File: config.mk
export PLATFORM = sky130hd
export DESIGN_NAME = char_display_buffer_controller_unit_flat
export DESIGN_NICKNAME = d
export VERILOG_FILES = /design/src/cdbc_pkg.sv /design/src/cdbc_cmd_if.sv /design/src/cdbc_cell_if.sv /design/src/cdbc_cfg_if.sv /design/src/cdbc_cell_ram.sv /design/src/cdbc_ctrl.sv /design/src/char_display_buffer_controller_unit.sv /design/src/flat_wrapper.sv
export VERILOG_INCLUDE_DIRS = /design/src /design/src/src
export SDC_FILE = /design/constraint.sdc
export NUM_CORES = 1
export LEC_CHECK = 0
export BUFFER_PORTS_ARGS = -buffer_cell sky130_fd_sc_hd__buf_2
export CORE_ASPECT_RATIO = 0.6
export CORE_MARGIN = 1.5
export CORE_UTILIZATION = 35
export DETAILED_ROUTE_END_ITERATION = 6
export GPL_TIMING_DRIVEN = 0
export PLACE_DENSITY = 0.47
export SYNTH_ARGS = -nofsm -noshare
export SYNTH_HDL_FRONTEND = slang
export SYNTH_SLANG_ARGS = --single-unit
File: constraint.sdc
create_clock -name clk -period 4.5 [get_ports clk]
set_input_delay 0.225 -clock clk [delete_from_list [all_inputs] [get_ports clk]]
set_output_delay 0.225 -clock clk [all_outputs]
set_load 0.005 [all_outputs]
File: src/assert_macros.svh
// assertion macros shared by the display buffer rtl
// no dependencies; included by files that carry concurrent checks
`ifndef ASSERT_MACROS_SVH
`define ASSERT_MACROS_SVH

// same-cycle implication, disabled while reset is asserted
`define ASSERT_IMPLIES(label, clk, rst_n, ante, cons) \
    label: assert property (@(posedge clk) disable iff (!rst_n) (ante) |-> (cons)) \
        else $error("same-cycle check failed");

// next-cycle implication, disabled while reset is asserted
`define ASSERT_NEXT(label, clk, rst_n, ante, cons) \
    label: assert property (@(posedge clk) disable iff (!rst_n) (ante) |=> (cons)) \
        else $error("next-cycle check failed");

`endif

File: src/cdbc_pkg.sv
// package for the character display buffer controller
// holds sizes, command codes, shared structs and address helpers; no dependencies

package cdbc_pkg;

    localparam int COLUMNS   = 16;
    localparam int COL_W     = $clog2(COLUMNS);
    localparam int NCELLS    = 2 * COLUMNS;
    localparam int IDX_W     = $clog2(NCELLS);
    localparam int ADDR_W    = 7;
    localparam int OP_W      = 3;
    localparam int CHAR_W    = 8;
    localparam int COLUMN_W  = 4;

    typedef logic [COL_W-1:0]    col_t;
    typedef logic [IDX_W-1:0]    idx_t;
    typedef logic [ADDR_W-1:0]   addr_t;
    typedef logic [CHAR_W-1:0]   char_t;
    typedef logic [COLUMN_W-1:0] column_t;

    localparam addr_t ROW1_BASE = addr_t'(7'h40);
    localparam char_t SPACE     = char_t'(8'h20);
    localparam col_t  LAST_COL  = col_t'(COLUMNS - 1);
    localparam addr_t ROW0_END  = addr_t'(COLUMNS - 1);
    localparam addr_t ROW1_END  = addr_t'(7'h40 + COLUMNS - 1);
    localparam addr_t ROW_SPAN  = addr_t'(COLUMNS);

    typedef enum logic [OP_W-1:0] {
        OP_PUTCHAR     = 3'd0,
        OP_CLEAR       = 3'd1,
        OP_HOME        = 3'd2,
        OP_ADVANCE     = 3'd3,
        OP_SHIFT_LEFT  = 3'd4,
        OP_SHIFT_RIGHT = 3'd5,
        OP_SET_CURSOR  = 3'd6
    } cmd_op_t;

    // one port set of the character store
    typedef struct packed {
        logic  we;
        idx_t  waddr;
        char_t wdata;
        logic  clr;
        idx_t  raddr;
    } ram_req_t;

    // per-cell flags that travel with a read
    typedef struct packed {
        logic    row;
        column_t column;
        logic    cursor_here;
        logic    last;
    } cell_info_t;

    function automatic logic addr_has_cell(input addr_t a, input logic single_row);
        logic in_row0;
        logic in_row1;
        in_row0 = (a < ROW_SPAN);
        in_row1 = !single_row && (a >= ROW1_BASE) && (a <= ROW1_END);
        return in_row0 || in_row1;
    endfunction

    function automatic idx_t addr_to_idx(input addr_t a);
        addr_t off;
        off = a - ROW1_BASE;
        return (a < ROW_SPAN) ? idx_t'(a) : idx_t'(COLUMNS) + idx_t'(off);
    endfunction

    function automatic idx_t cell_idx(input logic row, input col_t col);
        return row ? idx_t'(COLUMNS) + idx_t'(col) : idx_t'(col);
    endfunction

    function automatic addr_t cell_addr(input logic row, input col_t col);
        return row ? ROW1_BASE + addr_t'(col) : addr_t'(col);
    endfunction

    // cursor advance with wrap at each row end
    function automatic addr_t next_addr(input addr_t a);
        addr_t n;
        if (a == ROW0_END)
        begin
            n = '0;
        end
        else if (a == ROW1_END)
        begin
            n = ROW1_BASE;
        end
        else
        begin
            n = a + addr_t'(1);
        end
        return n;
    endfunction

endpackage

File: src/cdbc_cmd_if.sv
// command channel of the display buffer controller
// depends on cdbc_pkg for field widths

interface cdbc_cmd_if;
    logic                           valid;
    logic                           ready;
    logic [cdbc_pkg::OP_W-1:0]      op;
    logic [cdbc_pkg::CHAR_W-1:0]    character;
    logic [cdbc_pkg::ADDR_W-1:0]    address;

    modport source (output valid, output op, output character, output address, input ready);
    modport sink   (input valid, input op, input character, input address, output ready);
endinterface

File: src/cdbc_cell_if.sv
// result channel: one beat per emitted display cell
// depends on cdbc_pkg for field widths

interface cdbc_cell_if;
    logic                           valid;
    logic                           ready;
    logic                           row;
    logic [cdbc_pkg::COLUMN_W-1:0]  column;
    logic [cdbc_pkg::CHAR_W-1:0]    glyph;
    logic                           cursor_here;
    logic                           last;

    modport source (output valid, output row, output column, output glyph,
                    output cursor_here, output last, input ready);
    modport sink   (input valid, input row, input column, input glyph,
                    input cursor_here, input last, output ready);
endinterface

File: src/cdbc_cfg_if.sv
// configuration write channel carrying the single_row bit
// no package dependencies

interface cdbc_cfg_if;
    logic valid;
    logic ready;
    logic data;

    modport source (output valid, output data, input ready);
    modport sink   (input valid, input data, output ready);
endinterface

File: src/cdbc_cell_ram.sv
// character store: synchronous memory, one write and one read port, registered read
// per-entry valid bits give the reset/clear value; depends on cdbc_pkg

module cdbc_cell_ram
(
    input  logic                clk,
    input  logic                rst_n,
    input  cdbc_pkg::ram_req_t  req,
    output cdbc_pkg::char_t     glyph
);

    cdbc_pkg::char_t              cells_reg [cdbc_pkg::NCELLS];
    logic [cdbc_pkg::NCELLS-1:0]  valid_reg;
    cdbc_pkg::char_t              rd_data_reg;
    logic                         rd_valid_reg;
    logic                         fwd;

    // read of the entry being written returns the new data
    assign fwd = req.we && (req.waddr == req.raddr);

    always_ff @(posedge clk)
    begin
        if (req.we)
        begin
            cells_reg[req.waddr] <= req.wdata;
        end
        rd_data_reg  <= fwd ? req.wdata : cells_reg[req.raddr];
        rd_valid_reg <= fwd ? 1'b1 : valid_reg[req.raddr];
    end

    always_ff @(posedge clk or negedge rst_n)
    begin
        if (!rst_n)
        begin
            valid_reg <= '0;
        end
        else if (req.clr)
        begin
            valid_reg <= '0;
        end
        else if (req.we)
        begin
            valid_reg[req.waddr] <= 1'b1;
        end
    end

    // never-written or cleared entries read as a space
    assign glyph = rd_valid_reg ? rd_data_reg : cdbc_pkg::SPACE;

endmodule

File: src/cdbc_ctrl.sv
// command sequencer: cursor state, row shift read-modify-write, frame scan
// drives the character store port; depends on cdbc_pkg

module cdbc_ctrl
(
    input  logic                        clk,
    input  logic                        rst_n,
    input  logic                        cmd_valid,
    input  logic [cdbc_pkg::OP_W-1:0]   op,
    input  cdbc_pkg::char_t             character,
    input  cdbc_pkg::addr_t             address,
    input  logic                        single_row,
    input  logic                        out_ready,
    input  cdbc_pkg::char_t             glyph_rd,
    output logic                        cmd_ready,
    output cdbc_pkg::ram_req_t          ram_req,
    output logic                        out_valid,
    output cdbc_pkg::cell_info_t        out_info
);

    typedef enum logic [3:0] {
        ST_IDLE  = 4'b0001,
        ST_SHIFT = 4'b0010,
        ST_SCAN  = 4'b0100,
        ST_DRAIN = 4'b1000
    } state_t;

    state_t                 state_reg, state_next;
    cdbc_pkg::addr_t        cursor_addr_reg, cursor_addr_next;
    logic                   cursor_shown_reg, cursor_shown_next;
    logic                   shift_right_reg, shift_right_next;
    logic                   shift_row_reg, shift_row_next;
    cdbc_pkg::col_t         shift_step_reg, shift_step_next;
    logic                   wr_pend_reg, wr_pend_next;
    cdbc_pkg::idx_t         wr_idx_reg, wr_idx_next;
    logic                   wr_space_reg, wr_space_next;
    logic                   scan_row_reg, scan_row_next;
    cdbc_pkg::col_t         scan_col_reg, scan_col_next;
    cdbc_pkg::idx_t         cur_idx_reg, cur_idx_next;
    logic                   out_valid_reg, out_valid_next;
    cdbc_pkg::cell_info_t   out_info_reg, out_info_next;

    logic                   accept;
    logic                   adv;
    logic                   do_place;
    cdbc_pkg::addr_t        place_tgt;
    cdbc_pkg::col_t         dest_col;
    cdbc_pkg::col_t         src_col;
    logic                   step_last;
    logic                   scan_last;
    cdbc_pkg::idx_t         scan_idx;

    assign cmd_ready = (state_reg == ST_IDLE);
    assign accept    = cmd_valid && cmd_ready;
    assign adv       = !out_valid_reg || out_ready;
    assign out_valid = out_valid_reg;
    assign out_info  = out_info_reg;

    // shift walks toward the vacated end so writes trail the reads
    assign step_last = (shift_step_reg == cdbc_pkg::LAST_COL);
    assign dest_col  = shift_right_reg ? (cdbc_pkg::LAST_COL - shift_step_reg) : shift_step_reg;
    assign src_col   = step_last ? dest_col :
                       (shift_right_reg ? (dest_col - cdbc_pkg::col_t'(1))
                                        : (dest_col + cdbc_pkg::col_t'(1)));

    assign scan_last = (scan_col_reg == cdbc_pkg::LAST_COL) && (scan_row_reg || single_row);
    assign scan_idx  = cdbc_pkg::cell_idx(scan_row_reg, scan_col_reg);

    always_comb
    begin
        state_next        = state_reg;
        cursor_addr_next  = cursor_addr_reg;
        cursor_shown_next = cursor_shown_reg;
        shift_right_next  = shift_right_reg;
        shift_row_next    = shift_row_reg;
        shift_step_next   = shift_step_reg;
        wr_pend_next      = 1'b0;
        wr_idx_next       = wr_idx_reg;
        wr_space_next     = wr_space_reg;
        scan_row_next     = scan_row_reg;
        scan_col_next     = scan_col_reg;
        cur_idx_next      = cur_idx_reg;
        out_valid_next    = out_valid_reg;
        out_info_next     = out_info_reg;
        do_place          = 1'b0;
        place_tgt         = cursor_addr_reg;

        ram_req.we    = wr_pend_reg;
        ram_req.waddr = wr_idx_reg;
        ram_req.wdata = wr_space_reg ? cdbc_pkg::SPACE : glyph_rd;
        ram_req.clr   = 1'b0;
        ram_req.raddr = cur_idx_reg;

        case (state_reg)
            ST_IDLE:
            begin
                if (accept)
                begin
                    state_next    = ST_SCAN;
                    scan_row_next = 1'b0;
                    scan_col_next = '0;
                    case (cdbc_pkg::cmd_op_t'(op))
                        cdbc_pkg::OP_PUTCHAR:
                        begin
                            // write is dropped when the cursor address has no cell
                            if (cdbc_pkg::addr_has_cell(cursor_addr_reg, single_row))
                            begin
                                ram_req.we    = 1'b1;
                                ram_req.waddr = cdbc_pkg::addr_to_idx(cursor_addr_reg);
                                ram_req.wdata = character;
                            end
                            do_place  = 1'b1;
                            place_tgt = cdbc_pkg::next_addr(cursor_addr_reg);
                        end
                        cdbc_pkg::OP_CLEAR:
                        begin
                            ram_req.clr = 1'b1;
                        end
                        cdbc_pkg::OP_HOME:
                        begin
                            do_place  = 1'b1;
                            place_tgt = '0;
                        end
                        cdbc_pkg::OP_ADVANCE:
                        begin
                            do_place  = 1'b1;
                            place_tgt = cdbc_pkg::next_addr(cursor_addr_reg);
                        end
                        cdbc_pkg::OP_SHIFT_LEFT, cdbc_pkg::OP_SHIFT_RIGHT:
                        begin
                            state_next       = ST_SHIFT;
                            shift_right_next = (cdbc_pkg::cmd_op_t'(op) ==
                                                cdbc_pkg::OP_SHIFT_RIGHT);
                            shift_row_next   = 1'b0;
                            shift_step_next  = '0;
                        end
                        cdbc_pkg::OP_SET_CURSOR:
                        begin
                            do_place  = 1'b1;
                            place_tgt = address;
                        end
                        default:
                        begin
                        end
                    endcase
                end
            end
            ST_SHIFT:
            begin
                // read source now, write destination next cycle
                ram_req.raddr = cdbc_pkg::cell_idx(shift_row_reg, src_col);
                wr_pend_next  = 1'b1;
                wr_idx_next   = cdbc_pkg::cell_idx(shift_row_reg, dest_col);
                wr_space_next = step_last;
                if (step_last)
                begin
                    shift_step_next = '0;
                    if (!shift_row_reg && !single_row)
                    begin
                        shift_row_next = 1'b1;
                    end
                    else
                    begin
                        state_next = ST_SCAN;
                    end
                end
                else
                begin
                    shift_step_next = shift_step_reg + cdbc_pkg::col_t'(1);
                end
            end
            ST_SCAN:
            begin
                if (adv)
                begin
                    ram_req.raddr             = scan_idx;
                    cur_idx_next              = scan_idx;
                    out_valid_next            = 1'b1;
                    out_info_next.row         = scan_row_reg;
                    out_info_next.column      = cdbc_pkg::column_t'(scan_col_reg);
                    out_info_next.cursor_here = cursor_shown_reg &&
                        (cursor_addr_reg == cdbc_pkg::cell_addr(scan_row_reg, scan_col_reg));
                    out_info_next.last        = scan_last;
                    if (scan_last)
                    begin
                        state_next = ST_DRAIN;
                    end
                    else if (scan_col_reg == cdbc_pkg::LAST_COL)
                    begin
                        scan_col_next = '0;
                        scan_row_next = 1'b1;
                    end
                    else
                    begin
                        scan_col_next = scan_col_reg + cdbc_pkg::col_t'(1);
                    end
                end
            end
            ST_DRAIN:
            begin
                if (adv)
                begin
                    out_valid_next = 1'b0;
                    state_next     = ST_IDLE;
                end
            end
            default:
            begin
                state_next = ST_IDLE;
            end
        endcase

        if (do_place)
        begin
            if (cdbc_pkg::addr_has_cell(place_tgt, single_row))
            begin
                cursor_addr_next  = place_tgt;
                cursor_shown_next = 1'b1;
            end
            else
            begin
                cursor_shown_next = 1'b0;
            end
        end
    end

    always_ff @(posedge clk or negedge rst_n)
    begin
        if (!rst_n)
        begin
            state_reg        <= ST_IDLE;
            cursor_addr_reg  <= '0;
            cursor_shown_reg <= 1'b1;
            shift_right_reg  <= 1'b0;
            shift_row_reg    <= 1'b0;
            shift_step_reg   <= '0;
            wr_pend_reg      <= 1'b0;
            scan_row_reg     <= 1'b0;
            scan_col_reg     <= '0;
            out_valid_reg    <= 1'b0;
        end
        else
        begin
            state_reg        <= state_next;
            cursor_addr_reg  <= cursor_addr_next;
            cursor_shown_reg <= cursor_shown_next;
            shift_right_reg  <= shift_right_next;
            shift_row_reg    <= shift_row_next;
            shift_step_reg   <= shift_step_next;
            wr_pend_reg      <= wr_pend_next;
            scan_row_reg     <= scan_row_next;
            scan_col_reg     <= scan_col_next;
            out_valid_reg    <= out_valid_next;
        end
    end

    always_ff @(posedge clk)
    begin
        wr_idx_reg   <= wr_idx_next;
        wr_space_reg <= wr_space_next;
        cur_idx_reg  <= cur_idx_next;
        out_info_reg <= out_info_next;
    end

endmodule

File: src/char_display_buffer_controller_unit.sv
// top level of the character display buffer controller
// depends on cdbc_pkg, the channel interfaces, cdbc_ctrl, cdbc_cell_ram, assert_macros.svh
//
//   channel  dir  fields                                      beats per command
//   cmd      in   op, character, address                      1
//   frame    out  row, column, glyph, cursor_here, last        16 or 32 (COLUMNS per row)
//   cfg      in   data (single_row)                           -
//
// one command at a time: cmd is taken only when the previous frame has fully drained
// non-shift commands go straight to the frame scan, which reads one cell per cycle from
// the character store unless the output stalls; shifts first read-modify-write each shown row
// reset clears the store's valid bits at once, so no clearing pass is needed
// a stalled cell beat holds: the store is re-read at the same entry until taken
`include "assert_macros.svh"

module char_display_buffer_controller_unit
(
    input  logic          clk,
    input  logic          rst_n,
    cdbc_cmd_if.sink      cmd,
    cdbc_cell_if.source   frame,
    cdbc_cfg_if.sink      cfg
);

    logic                   single_row_reg;
    cdbc_pkg::ram_req_t     ram_req;
    cdbc_pkg::char_t        glyph_rd;
    cdbc_pkg::cell_info_t   out_info;
    logic                   out_valid;
    logic                   cmd_ready;

    assign cfg.ready = 1'b1;

    always_ff @(posedge clk or negedge rst_n)
    begin
        if (!rst_n)
        begin
            single_row_reg <= 1'b0;
        end
        else if (cfg.valid && cfg.ready)
        begin
            single_row_reg <= cfg.data;
        end
    end

    cdbc_ctrl u_ctrl
    (
        .clk        (clk),
        .rst_n      (rst_n),
        .cmd_valid  (cmd.valid),
        .op         (cmd.op),
        .character  (cmd.character),
        .address    (cmd.address),
        .single_row (single_row_reg),
        .out_ready  (frame.ready),
        .glyph_rd   (glyph_rd),
        .cmd_ready  (cmd_ready),
        .ram_req    (ram_req),
        .out_valid  (out_valid),
        .out_info   (out_info)
    );

    cdbc_cell_ram u_ram
    (
        .clk   (clk),
        .rst_n (rst_n),
        .req   (ram_req),
        .glyph (glyph_rd)
    );

    assign cmd.ready         = cmd_ready;
    assign frame.valid       = out_valid;
    assign frame.row         = out_info.row;
    assign frame.column      = out_info.column;
    assign frame.cursor_here = out_info.cursor_here;
    assign frame.last        = out_info.last;
    assign frame.glyph       = glyph_rd;

    // no new command while a frame is still on the output
    `ASSERT_IMPLIES(a_idle_no_beat, clk, rst_n, cmd.ready, !frame.valid)
    // an accepted command always makes the sequencer busy in the next cycle
    `ASSERT_NEXT(a_cmd_goes_busy, clk, rst_n, cmd.valid && cmd.ready, !cmd.ready)
    // frame beats run back to back until the last one
    `ASSERT_NEXT(a_frame_continues, clk, rst_n,
                 frame.valid && frame.ready && !frame.last, frame.valid)
    // taking the last beat ends the frame
    `ASSERT_NEXT(a_frame_ends, clk, rst_n,
                 frame.valid && frame.ready && frame.last, !frame.valid && cmd.ready)

endmodule

File: src/flat_wrapper.sv
// flat-port wrapper written by rule: the top's interface ports become plain ports
module char_display_buffer_controller_unit_flat 
  (clk, rst_n, cmd_valid, cmd_op, cmd_character, cmd_address, cmd_ready, frame_valid, frame_row, frame_column, frame_glyph, frame_cursor_here, frame_last, frame_ready, cfg_valid, cfg_data, cfg_ready);
  cdbc_cmd_if cmd_i ();
  cdbc_cell_if frame_i ();
  cdbc_cfg_if cfg_i ();
  input  logic clk;
  input  logic rst_n;
  input wire logic [$bits(cmd_i.valid)-1:0] cmd_valid;
  input wire logic [$bits(cmd_i.op)-1:0] cmd_op;
  input wire logic [$bits(cmd_i.character)-1:0] cmd_character;
  input wire logic [$bits(cmd_i.address)-1:0] cmd_address;
  output wire logic [$bits(cmd_i.ready)-1:0] cmd_ready;
  output wire logic [$bits(frame_i.valid)-1:0] frame_valid;
  output wire logic [$bits(frame_i.row)-1:0] frame_row;
  output wire logic [$bits(frame_i.column)-1:0] frame_column;
  output wire logic [$bits(frame_i.glyph)-1:0] frame_glyph;
  output wire logic [$bits(frame_i.cursor_here)-1:0] frame_cursor_here;
  output wire logic [$bits(frame_i.last)-1:0] frame_last;
  input wire logic [$bits(frame_i.ready)-1:0] frame_ready;
  input wire logic [$bits(cfg_i.valid)-1:0] cfg_valid;
  input wire logic [$bits(cfg_i.data)-1:0] cfg_data;
  output wire logic [$bits(cfg_i.ready)-1:0] cfg_ready;
  assign cmd_i.valid = cmd_valid;
  assign cmd_i.op = cmd_op;
  assign cmd_i.character = cmd_character;
  assign cmd_i.address = cmd_address;
  assign cmd_ready = cmd_i.ready;
  assign frame_valid = frame_i.valid;
  assign frame_row = frame_i.row;
  assign frame_column = frame_i.column;
  assign frame_glyph = frame_i.glyph;
  assign frame_cursor_here = frame_i.cursor_here;
  assign frame_last = frame_i.last;
  assign frame_i.ready = frame_ready;
  assign cfg_i.valid = cfg_valid;
  assign cfg_i.data = cfg_data;
  assign cfg_ready = cfg_i.ready;
  char_display_buffer_controller_unit u_core (.clk(clk), .rst_n(rst_n), .cmd(cmd_i), .frame(frame_i), .cfg(cfg_i));
endmodule
==> results_dict.tcl, run 1 <==
set metrics [dict create \
    outcome "completed" \
    fp-row-count 56 \
    r2r-end "u_core.u_ram.cells_reg[18][2]$_DFFE_PP_" \
    rr_worst_depth 7 \
    largest_reg_flops 256 \
    tritoncts "done" \
    power_density_nw_per_um2 537 \
    maxCapViolations 0 \
    crit_required_ns 4.62 \
    worstPathCellList "nor4b_4 > nand2_4 > a2111oi_4 > mux2i_1 > nor2b_1 > nand2_1 > nor2_1" \
    p_clk_share_pct 32.7 \
    peakVddDrop_v 0.000213 \
    worstPathMaxFanout 9 \
    track_usage_pct 18.2 \
    slew_headroom_pct 4.90 \
    synth_top_area_share_pct 58.1 \
    dp.cells 1389 \
    max_freq_mhz 232 \
    crit_slowest_cell "nor2_1" \
    crit_start "u_core.u_ctrl.state_reg[0]$_DFFE_PN1P_" \
    endpoint_kind "flip-flop" \
    grt_start_max_net_pins 59 \
    finalClockSkew_ns 0.0183 \
    ant_nets 0 \
    p_seq_share_pct 44.0 \
    cp-start-kind "flip-flop" \
    overflow 0 \
    period_share_pct 95.7 \
    multiInputGateArea_um2 4110 \
    internal_power_mw 6.12 \
    yosys_warnings 0 \
    final-setup-viol-count 0 \
    rsz0062_at_grt "yes" \
    synth-async-reset-ratio_pct 17.2 \
    cp.depth 7 \
    vias 7810 \
    antenna_found_initial 0 \
    switchingPower_mw 2.59 \
    start_util_pct 35.9 \
    leakagePower_nw 5.62 \
    syn-cell-area_um2 14200 \
    synth.distinct_cells 66 \
    avgRoutedWirePerCell_um 25.9 \
    h-tree-depth 2 \
    fin_cells 1456 \
    drt_wl_total_mm 37.7 \
    dieHeight_um 159 \
    n_antenna_cell 0 \
    synth_cells 823 \
    period_needed_ns 4.31 \
    io_pins 42 \
    cp_num_buf_inv 0 \
    final.setup.worst_slack_ns 0.194 \
    grt_pass1_vias 7406 \
    syn_area_per_cell_um2 17.2 \
    cts_sinks 338 \
    die_area_um2 41700 \
    r2r_setup_slack_ns 0.19 \
    place_ws_ns 0.213 \
    clockRootBuffer "clkbuf_16" \
    port_buffers 40 \
    ys_seq_elements 338 \
    sw_frac_of_total_pct 29.7 \
    initialDrtViolationCount 852 \
    avgViaCountPerCell 5.36 \
    synth-seq-area-share_pct 69.2 \
    synth_largest_area_cell "edfxtp_1" \
    place_congestion 0.818 \
    design_area_um2 16200 \
    cts.clk_slew.worst_paths_ns 0.07 \
    critical_path.top_delay_family "simple AND/OR/NAND/NOR gates" \
    synthTopCellsByArea "edfxtp_1 58%, mux4_2 13%, dfrtp_1 9.9%, mux2i_1 2.0%, o21a_1 1.9%" \
    hold_viol_final 0 \
    synth_nets 851 \
    drive_above_1_share_pct 23.4 \
    seqCellArea_um2 9800 \
    r2r_start "u_core.u_ctrl.state_reg[0]$_DFFE_PN1P_" \
    area_growth_pct 14.6 \
    drc_errors 0 \
    worstHoldPathType "input port to flip-flop" \
    path_class "flip-flop to flip-flop" \
    crit_arrival_ns 4.43 \
    insertion_delay_ns 0.52 \
    placeableCoreArea_um2 39400 \
    die_x_um 263 \
    worst_slew_pin_slew_ns 1.42 \
    cts_buffer_depth 3 \
    ys.flop_type "edfxtp_1" \
    dp_hpwl_mm 25.2 \
    drt_pass1_iterations 5 \
    grt_pass1_wl_mm 54.5 \
    n_fill_cell 3527 \
    nets 936 \
    fin_hold_ws_ns 0.0139 \
    place_area_um2 15100 \
    synth_edf_count 274 \
    pwr-share-comb_pct 23.3 \
    endpoint "u_core.u_ram.cells_reg[18][2]$_DFFE_PP_" \
    cts_buffers 34 \
    slew_violations 0 \
    timing.setup.tns_ns 0 \
    slowest_delay_ns 1.11 \
]
==> power by group through the flow <==
stage / Sequential (mW) / Combinational (mW) / Clock, mW
after detailed placement: 3.89 / 2.03 / 0
after floorplan: 3.84 / 1.34 / 0
final: 3.83 / 2.03 / 2.85
after global placement: 3.89 / 2.01 / 0
after global routing: 3.85 / 2.19 / 3.04
after CTS: 3.83 / 2.04 / 2.92
==> repair_timing <==
item                                    in CTS  in global routing
setup buffers                                0                  0
endpoints found under the hold margin       58                  0
endpoints found under the setup margin       0                 23
resized for setup                            0                  1
hold buffers                                 4                  0
==> worst min path at each step <==
stage | to | start | slack, ns | cells past startpoint
after CTS | u_core.u_ctrl.shift_right_reg$_DFFE_PN0P_ | cmd_op[0] | 0.003 | 3
after detailed placement | u_core.u_ctrl.state_reg[2]$_DFFE_PN0P_ | rst_n | 0.37 | 1
final | u_core.u_ctrl.cursor_addr_reg[1]$_DFFE_PN0P_ | cmd_address[1] | 0.01 | 3
after global placement | u_core.u_ctrl.out_info[4]$_DFFE_PP_ | u_core.u_ctrl.scan_col_reg[2]$_DFFE_PN0P_ | 0.43 | 0
after floorplan | u_core.single_row_reg$_DFFE_PN0P_ | rst_n | -0.07 | 0
after global routing | u_core.u_ctrl.shift_right_reg$_DFFE_PN0P_ | cmd_op[0] | 0.03 | 3
==> placed cells by master (no fill, tap or decap), drive strengths merged, types with 3 or more instances in the layout <==
cell,count
a22o,7
nand4,3
o2111ai,3
dlygate4sd3,4
or3,3
o21ai,29
ha,4
nand2b,6
o21a,35
a21oi,8
and2,5
nor2b,12
nor3,6
mux4,80
inv,21
dfrtp,56
mux2,7
edfxtp,274
and3,5
o31ai,3
mux2i,29
a22oi,3
o211ai,5
xor2,3
buf,64
xnor2,15
nor2,56
clkinv,15
a31oi,8
clkbuf,64
nand2,55
dfxtp,6
nand3,10
a32oi,3
==> layer usage <==
layer  part of all wire (%)  vias up  GRT usage, %
met5                      0        -             0
met1                     54     4135          31.2
met3                    5.5       45          3.18
met4                    1.7        0          3.94
li1                       -     3415             -
met2                     38      215          23.0
==> worst register-to-register path, cell delays in order (launching register included) <==
cell	delay, ns
dfstp_2	0.57
nor4b_4	0.45
nand2_4	0.22
a2111oi_4	0.60
mux2i_1	0.59
nor2b_1	0.24
nand2_1	0.13
nor2_1	1.11
==> cell families (layout without fill, tap and decap cells) <==
logic type / after synthesis / in the layout / share of synthesized area [%]
flip-flops: 338 / 338 / 69.2
buffers and inverters: 59 / 170 / 1.87
adder cells (fa/ha/maj): 4 / 4 / 0.353
XOR/XNOR: 18 / 18 / 1.11
multiplexers: 116 / 116 / 15.4
AO/OA/AOI/OAI: 118 / 118 / 6.35
other: 1 / 1 / 0.0265
AND/OR/NAND/NOR: 169 / 169 / 5.72
==> synthesized netlist by cell type, types with 7 or more instances <==
cell and n:
edfxtp_1 274, mux4_2 80, dfrtp_1 56, nor2_1 56
nand2_1 53, o21a_1 35, mux2i_1 29, o21ai_0 28
clkbuf_1 21, inv_1 16, xnor2_1 15, nor2b_1 12
buf_2 10, nand3_1 10, a21oi_1 7, a22o_1 7
==> layout make-up <==
| type | instances | share of cell area, % |
|---|---|---|
| sequential | 338 | 60.4 |
| timing repair buffer | 49 | 1.89 |
| tap | 522 | 4.02 |
| multi-input combinational | 426 | 25.3 |
| clock inverter | 19 | 0.932 |
| inverter | 19 | 0.447 |
| clock buffer | 43 | 5.84 |
| buffer | 40 | 1.19 |
==> metrics by stage <==
stage	utilization, %	power, mW
2_1_floorplan	-	5.18
3_3_place_gp	38.1	5.90
3_5_place_dp	38.2	5.92
4_1_cts	41.1	8.78
5_1_grt	41.2	9.08
6_report	41.2	8.71
No activity file was read; power rests on OpenSTA's default activity.
==> run 2, diff against run 1 <==
Clock period 4.5 ns to 4.3 ns, I/O delays scaled along.
==> results_dict.tcl, run 2 (synthesis gave the netlist of run 1 again) <==
set metrics [dict create \
    outcome "complete, but fails checks" \
    failed_checks "setup timing" \
    switchingPower_mw 2.72 \
    maxCapViolations 0 \
    multiInputGateArea_um2 4150 \
    r2r_setup_slack_ns -0.01 \
    timing.setup.tns_ns -0.0647 \
    port_buffers 40 \
    n_antenna_cell 0 \
    fin_hold_ws_ns 0.0199 \
    peakVddDrop_v 0.000223 \
    path_class "flip-flop to flip-flop" \
    largest_reg_flops 256 \
    p_clk_share_pct 32.7 \
    rsz0062_at_grt "yes" \
    finalClockSkew_ns 0.0181 \
    endpoint_kind "flip-flop" \
    ant_nets 0 \
    overflow 0 \
    drt_wl_total_mm 37.6 \
    drive_above_1_share_pct 25.3 \
    grt_pass1_vias 7424 \
    clockRootBuffer "clkbuf_16" \
    cts_sinks 338 \
    crit_arrival_ns 4.44 \
    dp_hpwl_mm 25.2 \
    pwr-share-comb_pct 23.4 \
    place_congestion 0.818 \
    cts_buffer_depth 3 \
    dp.cells 1389 \
    cp-start-kind "flip-flop" \
    drc_errors 0 \
    sw_frac_of_total_pct 29.8 \
    worst_slew_pin_slew_ns 1.42 \
    fp-row-count 56 \
    grt_pass1_wl_mm 54.6 \
    worstPathMaxFanout 9 \
    hold_viol_final 0 \
    io_pins 42 \
    cts.clk_slew.worst_paths_ns 0.06 \
    p_seq_share_pct 43.9 \
    drt_pass1_iterations 5 \
    avgRoutedWirePerCell_um 25.8 \
    vias 7795 \
    seqCellArea_um2 9800 \
    placeableCoreArea_um2 39400 \
    avgViaCountPerCell 5.34 \
    die_area_um2 41700 \
    start_util_pct 35.9 \
    final_common_cell "edfxtp_1" \
    tritoncts "done" \
    internal_power_mw 6.41 \
    nets 940 \
    insertion_delay_ns 0.52 \
    cts_buffers 34 \
    final_cell_mix "274 x edfxtp_1, 80 x mux4_2, 56 x dfrtp_1" \
    max_freq_mhz 232 \
    initialDrtViolationCount 871 \
    die_x_um 263 \
    place_ws_ns 0.0135 \
    dieHeight_um 159 \
    power_density_nw_per_um2 560 \
    slew_violations 0 \
    p_total_mw 9.13 \
    crit_required_ns 4.42 \
    n_fill_cell 3521 \
    worstHoldPathType "input port to flip-flop" \
    period_needed_ns 4.31 \
    period_share_pct 100 \
    leakagePower_nw 5.63 \
    final.setup.worst_slack_ns -0.0139 \
    fin_cells 1460 \
    h-tree-depth 2 \
    final-setup-viol-count 7 \
    slew_headroom_pct 5.11 \
    antenna_found_initial 0 \
    track_usage_pct 18.2 \
    grt_start_max_net_pins 59 \
    area_growth_pct 15.2 \
]
-- run 2: changes by cell type in the layout (fill, tap and decap cells not counted), sizes merged --
| cell | change |
|---|---|
| dlygate4sd3 | +4 |
-- run 2: power by group through the flow --
| stage | combinational (mW) | clock (mW) | sequential (mW) |
|---|---|---|---|
| 6_report | 2.14 | 2.99 | 4.00 |
| 5_1_grt | 2.30 | 3.18 | 4.03 |
| 4_1_cts | 2.13 | 3.05 | 4.01 |
| 3_5_place_dp | 2.12 | 0 | 4.08 |
| 3_3_place_gp | 2.10 | 0 | 4.08 |
| 2_1_floorplan | 1.40 | 0 | 4.01 |
-- run 2: repair_timing --
item	in CTS	in global routing
hold buffers	8	0
gates resized for setup	2	17
hold endpoints to repair	62	0
setup buffers	0	0
pin swaps	0	0
cloned	0	0
setup endpoints to repair	9	246
-- run 2: worst paths after layout --
kind,start,end,depth (start not counted)
worst max-delay path,u_core.u_ctrl.state_reg[0]$_DFFE_PN1P_,u_core.u_ram.cells_reg[18][2]$_DFFE_PP_,7
worst min-delay path,cmd_address[3],u_core.u_ctrl.cursor_addr_reg[3]$_DFFE_PN0P_,3
worst max register to register,u_core.u_ctrl.state_reg[0]$_DFFE_PN1P_,u_core.u_ram.cells_reg[18][2]$_DFFE_PP_,7
worst min register to register,u_core.u_ctrl.scan_col_reg[2]$_DFFE_PN0P_,u_core.u_ctrl.out_info[4]$_DFFE_PP_,0
max in group asynchronous,rst_n,u_core.u_ram.valid_reg[3]$_DFFE_PN0P_,2
min in group asynchronous,rst_n,u_core.u_ctrl.state_reg[2]$_DFFE_PN0P_,2
-- run 2: routing by layer --
metal	vias to the layer above	part of all wire [%]	routed length, um	global-route usage (%)
met5	-	0	0	0
met2	208	38	14400	23.0
met3	47	5.2	1970	3.18
met1	4119	55	20600	31.2
li1	3421	-	-	-
met4	0	1.7	656	3.94
-- run 2: area by class of cell --
cell class / count / area share (%)
Sequential cell: 338 / 60.1
Multi-Input combinational cell: 426 / 25.4
Clock buffer: 43 / 5.81
Tap cell: 522 / 4.00
Timing Repair Buffer: 53 / 2.12
Buffer: 40 / 1.18
Clock inverter: 19 / 0.928
Inverter: 19 / 0.445
-- run 2: critical path, stage by stage (launching register included) --
cell and delay, ns:
dfstp_2 0.58, nor4b_4 0.45, nand2_4 0.22, a2111oi_4 0.59
mux2i_1 0.56, nor2b_1 0.24, nand2_1 0.15, nor2_1 1.12
-- run 2: through the flow --
stage	utilization [%]	area, um^2
2_1_floorplan	-	14200
3_3_place_gp	38.1	15000
3_5_place_dp	38.2	15100
4_1_cts	41.2	16300
5_1_grt	41.4	16300
6_report	41.4	16300
